`src/rtl/rapd_pkg.sv`:
```
`default_nettype none
package rapd_pkg;
    localparam int BUF_W  = 40;
    localparam int FILL_W = 6;
    localparam int LEN_W  = 5;
    localparam int WIN_W  = 16;
    localparam int CFG_W  = 16;

    typedef logic [0:0] t_cfg_idx;
    localparam t_cfg_idx CFG_IMAGE_WIDTH  = 1'b0;
    localparam t_cfg_idx CFG_IMAGE_HEIGHT = 1'b1;

    localparam logic [13:0] WIDTH_RESET  = 14'd4096;
    localparam logic [15:0] HEIGHT_RESET = 16'd3000;
    localparam logic [2:0]  HEADER_BYTES = 3'd7;
endpackage
`default_nettype wire

```
`src/rtl/rapd_bit_window.sv`:
```
`default_nettype none
// shared bit extractor: the len bits just below the fill mark, MSB first
module rapd_bit_window
    import rapd_pkg::*;
(
    input  wire logic [BUF_W-1:0]  i_buf,
    input  wire logic [FILL_W-1:0] i_fill,
    input  wire logic [LEN_W-1:0]  i_len,
    output logic      [WIN_W-1:0]  o_bits
);
    logic [FILL_W-1:0] w_sh;
    logic [BUF_W-1:0]  w_tmp;
    logic [WIN_W:0]    w_mask;

    always_comb begin
        w_sh   = i_fill - FILL_W'(i_len);
        w_tmp  = i_buf >> w_sh;
        w_mask = ((WIN_W+1)'(1) << i_len) - (WIN_W+1)'(1);
        if (FILL_W'(i_len) > i_fill) begin
            o_bits = '0;
        end else begin
            o_bits = w_tmp[WIN_W-1:0] & w_mask[WIN_W-1:0];
        end
    end
endmodule
`default_nettype wire

```
`config.mk`:
```
export PLATFORM = sky130hd
export DESIGN_NAME = rapd_bit_window
export DESIGN_NICKNAME = d
export VERILOG_FILES = /design/src/rtl/rapd_pkg.sv /design/src/rtl/rapd_bit_window.sv
export SDC_FILE = /design/constraint.sdc
export NUM_CORES = 1
export LEC_CHECK = 0
export ABC_AREA = 1
export BUFFER_PORTS_ARGS = -buffer_cell sky130_fd_sc_hd__clkbuf_2
export CAP_MARGIN = 15
export CORE_MARGIN = 2
export CORE_UTILIZATION = 62
export DETAILED_ROUTE_END_ITERATION = 16
export PLACE_DENSITY = 0.95
export SYNTH_ARGS = -nofsm -noshare
export SYNTH_HDL_FRONTEND = slang
export SYNTH_SLANG_ARGS = --single-unit
```
`constraint.sdc`:
```
create_clock -name vclk -period 5.7
set_input_delay 0.855 -clock vclk [all_inputs]
set_output_delay 0.855 -clock vclk [all_outputs]
set_load 0.005 [all_outputs]
```
==> qor.yml <==
postCtsSetupBuffers: 0
drc: 0
cts_hold_buffers: 0
antenna_cells: 0
antenna_found_initial: 0
power_switching_share_pct: 67.4
internal_power_uw: 174
dr_total_vias: 4141
power_switching_uw: 360
drv_slew: 0
layout_commonest_cell: "nand2_1"
stdcell_count: 659
grt_max_degree: 42
die_area_um2: 4790
worst-path-max-fanout: 33
worstSetupPathType: "in2out"
hold_viol_final: 0
ant_nets: 0
pin_count: 67
place.gp.congestion: 0.998
rows: 23
clkPwrFrac_pct: 0
ys_types: 29
drt_pass1_iterations: 8
comb_power_share_pct: 100.0
final_cell_mix: "234 x nand2_1, 172 x nand3_1, 67 x clkbuf_2"
dp.cells: 659
netlist_instances: 573
regArea_um2: 0
core-area_um2: 4060
fin_nets: 669
die_height_um: 69.2
synthesis.area_um2: 2640
yosysSeqAreaShare_pct: 0
total_leakage_power_nw: 1.64
finalSetupViolCount: 0
ys_warn_count: 0
min_period_over_period_pct: 78.8
overflow: 0
fillers: 388
fin_crit_ns: 4.49
synth_fp_nets: 631
vias_per_cell: 6.28
drtIter0Drc: 502
p_per_area_nw_per_um2: 186
setup_ws_ns: 1.21
cts_resized: 0
cp.arrival_ns: 3.63
maxCapViolCount: 0
cp.required_ns: 4.85
status: "finished, final reports clean"
drive_above_1_share_pct: 13.6
drt-wirelength-per-cell_um: 13.6
die_x_um: 69.2
worst_pin_slew_ns: 1.04
initial_core_util_pct: 65.0
avgSynthCellArea_um2: 4.61
p_seq_share_pct: 0
routed_wl_mm: 8.95
tns_ns: 0
syn_to_final_growth_pct: 8.72
slew-limit-headroom_pct: 30.4
end_kind: "output pin"
seq_cells: 0
grt_usage_pct: 35.8
clkbuf_count: 0
max_freq_ghz: 0.223
dpl.hpwl_mm: 6.97
pre_cts_slack_ns: 1.30
hold_class: "in2out"
ir_drop_v: 0.000186
port_buffers: 67
rsz0062_at_grt: "no"
grt_pass1_vias: 3552
cp-start-kind: "input port"
grt_pass1_wl_mm: 14.9
final_core_util_pct: 70.7
[final timing paths]
kind	startpoint	end	slack, ns	cells past startpoint
max	i_len[0]	o_bits[4]	1.21	16
min	i_len[2]	o_bits[6]	2.28	6
[cell type report]
type | instances | area [µm²] | share of cell area [%]
repair buffers | 71 | 365 | 12.7
multi-input cells | 509 | 2330 | 81.3
well taps | 50 | 62.6 | 2.18
inverters | 29 | 109 | 3.79
[routing by layer]
layer  wire length, µm  track usage [%]
met5                 0                0
met4               465             16.3
met3               926             4.22
met2              4210             63.4
met1              3350             42.8
[metrics by stage]
| stage | total power [mW] | hold WS (ns) | area [µm²] |
|---|---|---|---|
| 2_1_floorplan | 0.404 | 1.97 | 2640 |
| 3_3_place_gp | 0.504 | 2.23 | 2870 |
| 3_5_place_dp | 0.514 | 2.25 | 2870 |
| 4_1_cts | 0.517 | 2.26 | 2870 |
| 5_1_grt | 0.594 | 2.34 | 2870 |
| 6_report | 0.534 | 2.28 | 2870 |
[Yosys cell counts]
| cell | instances | area [µm²] |
|---|---|---|
| a21oi_1 | 18 | 90.1 |
| a21oi_2 | 1 | 8.76 |
| a41oi_1 | 1 | 8.76 |
| buf_2 | 20 | 100 |
| buf_4 | 7 | 52.6 |
| buf_6 | 2 | 22.5 |
| clkbuf_1 | 6 | 22.5 |
| fa_1 | 1 | 20.0 |
| ha_1 | 6 | 75.1 |
| inv_1 | 25 | 93.8 |
| inv_2 | 4 | 15.0 |
| nand2_1 | 234 | 878 |
| nand2_2 | 2 | 12.5 |
| nand2_4 | 1 | 11.3 |
| nand3_1 | 172 | 861 |
| nand3_2 | 1 | 10.0 |
| nand3b_1 | 2 | 15.0 |
| nand4_1 | 4 | 25.0 |
| nor2_1 | 33 | 124 |
| nor2_2 | 1 | 6.26 |
| nor2_4 | 1 | 11.3 |
| nor3_1 | 3 | 15.0 |
| o211ai_1 | 1 | 7.51 |
| o211ai_2 | 1 | 12.5 |
| o21ai_0 | 10 | 50.1 |
| o21ai_1 | 12 | 60.1 |
| or2_1 | 2 | 12.5 |
| xnor2_1 | 1 | 8.76 |
| xor2_1 | 1 | 8.76 |
[cell families (layout without fill, tap and decap cells)]
| logic type | count (synthesis) | in the layout | share of synthesized area, % |
|---|---|---|---|
| adder cells (fa/ha/maj) | 7 | 7 | 3.60 |
| AND/OR/NAND/NOR | 456 | 456 | 75.1 |
| XOR/XNOR | 2 | 2 | 0.664 |
| AO/OA/AOI/OAI | 44 | 44 | 9.01 |
| buffers and inverters | 64 | 100 | 11.6 |
[worst max-delay path: stages]
cell      delay, ns
clkbuf_2       0.15
ha_1           0.15
inv_1          0.07
fa_1           0.43
nor2_2         0.21
inv_2          0.04
nand2_1        0.75
nand3_1        0.20
nand2_1        0.15
nand2_1        0.06
nand3_1        0.10
nand2_1        0.07
nand2_1        0.06
nand2_1        0.06
nor2_1         0.12
clkbuf_2       0.13
[power groups by stage]
stage          Sequential [mW]  Clock, mW  Combinational [mW]
2_1_floorplan                0          0               0.404
3_3_place_gp                 0          0               0.504
3_5_place_dp                 0          0               0.514
4_1_cts                      0          0               0.517
5_1_grt                      0          0               0.594
6_report                     0          0               0.534
Power figures use the tool's default switching activity.
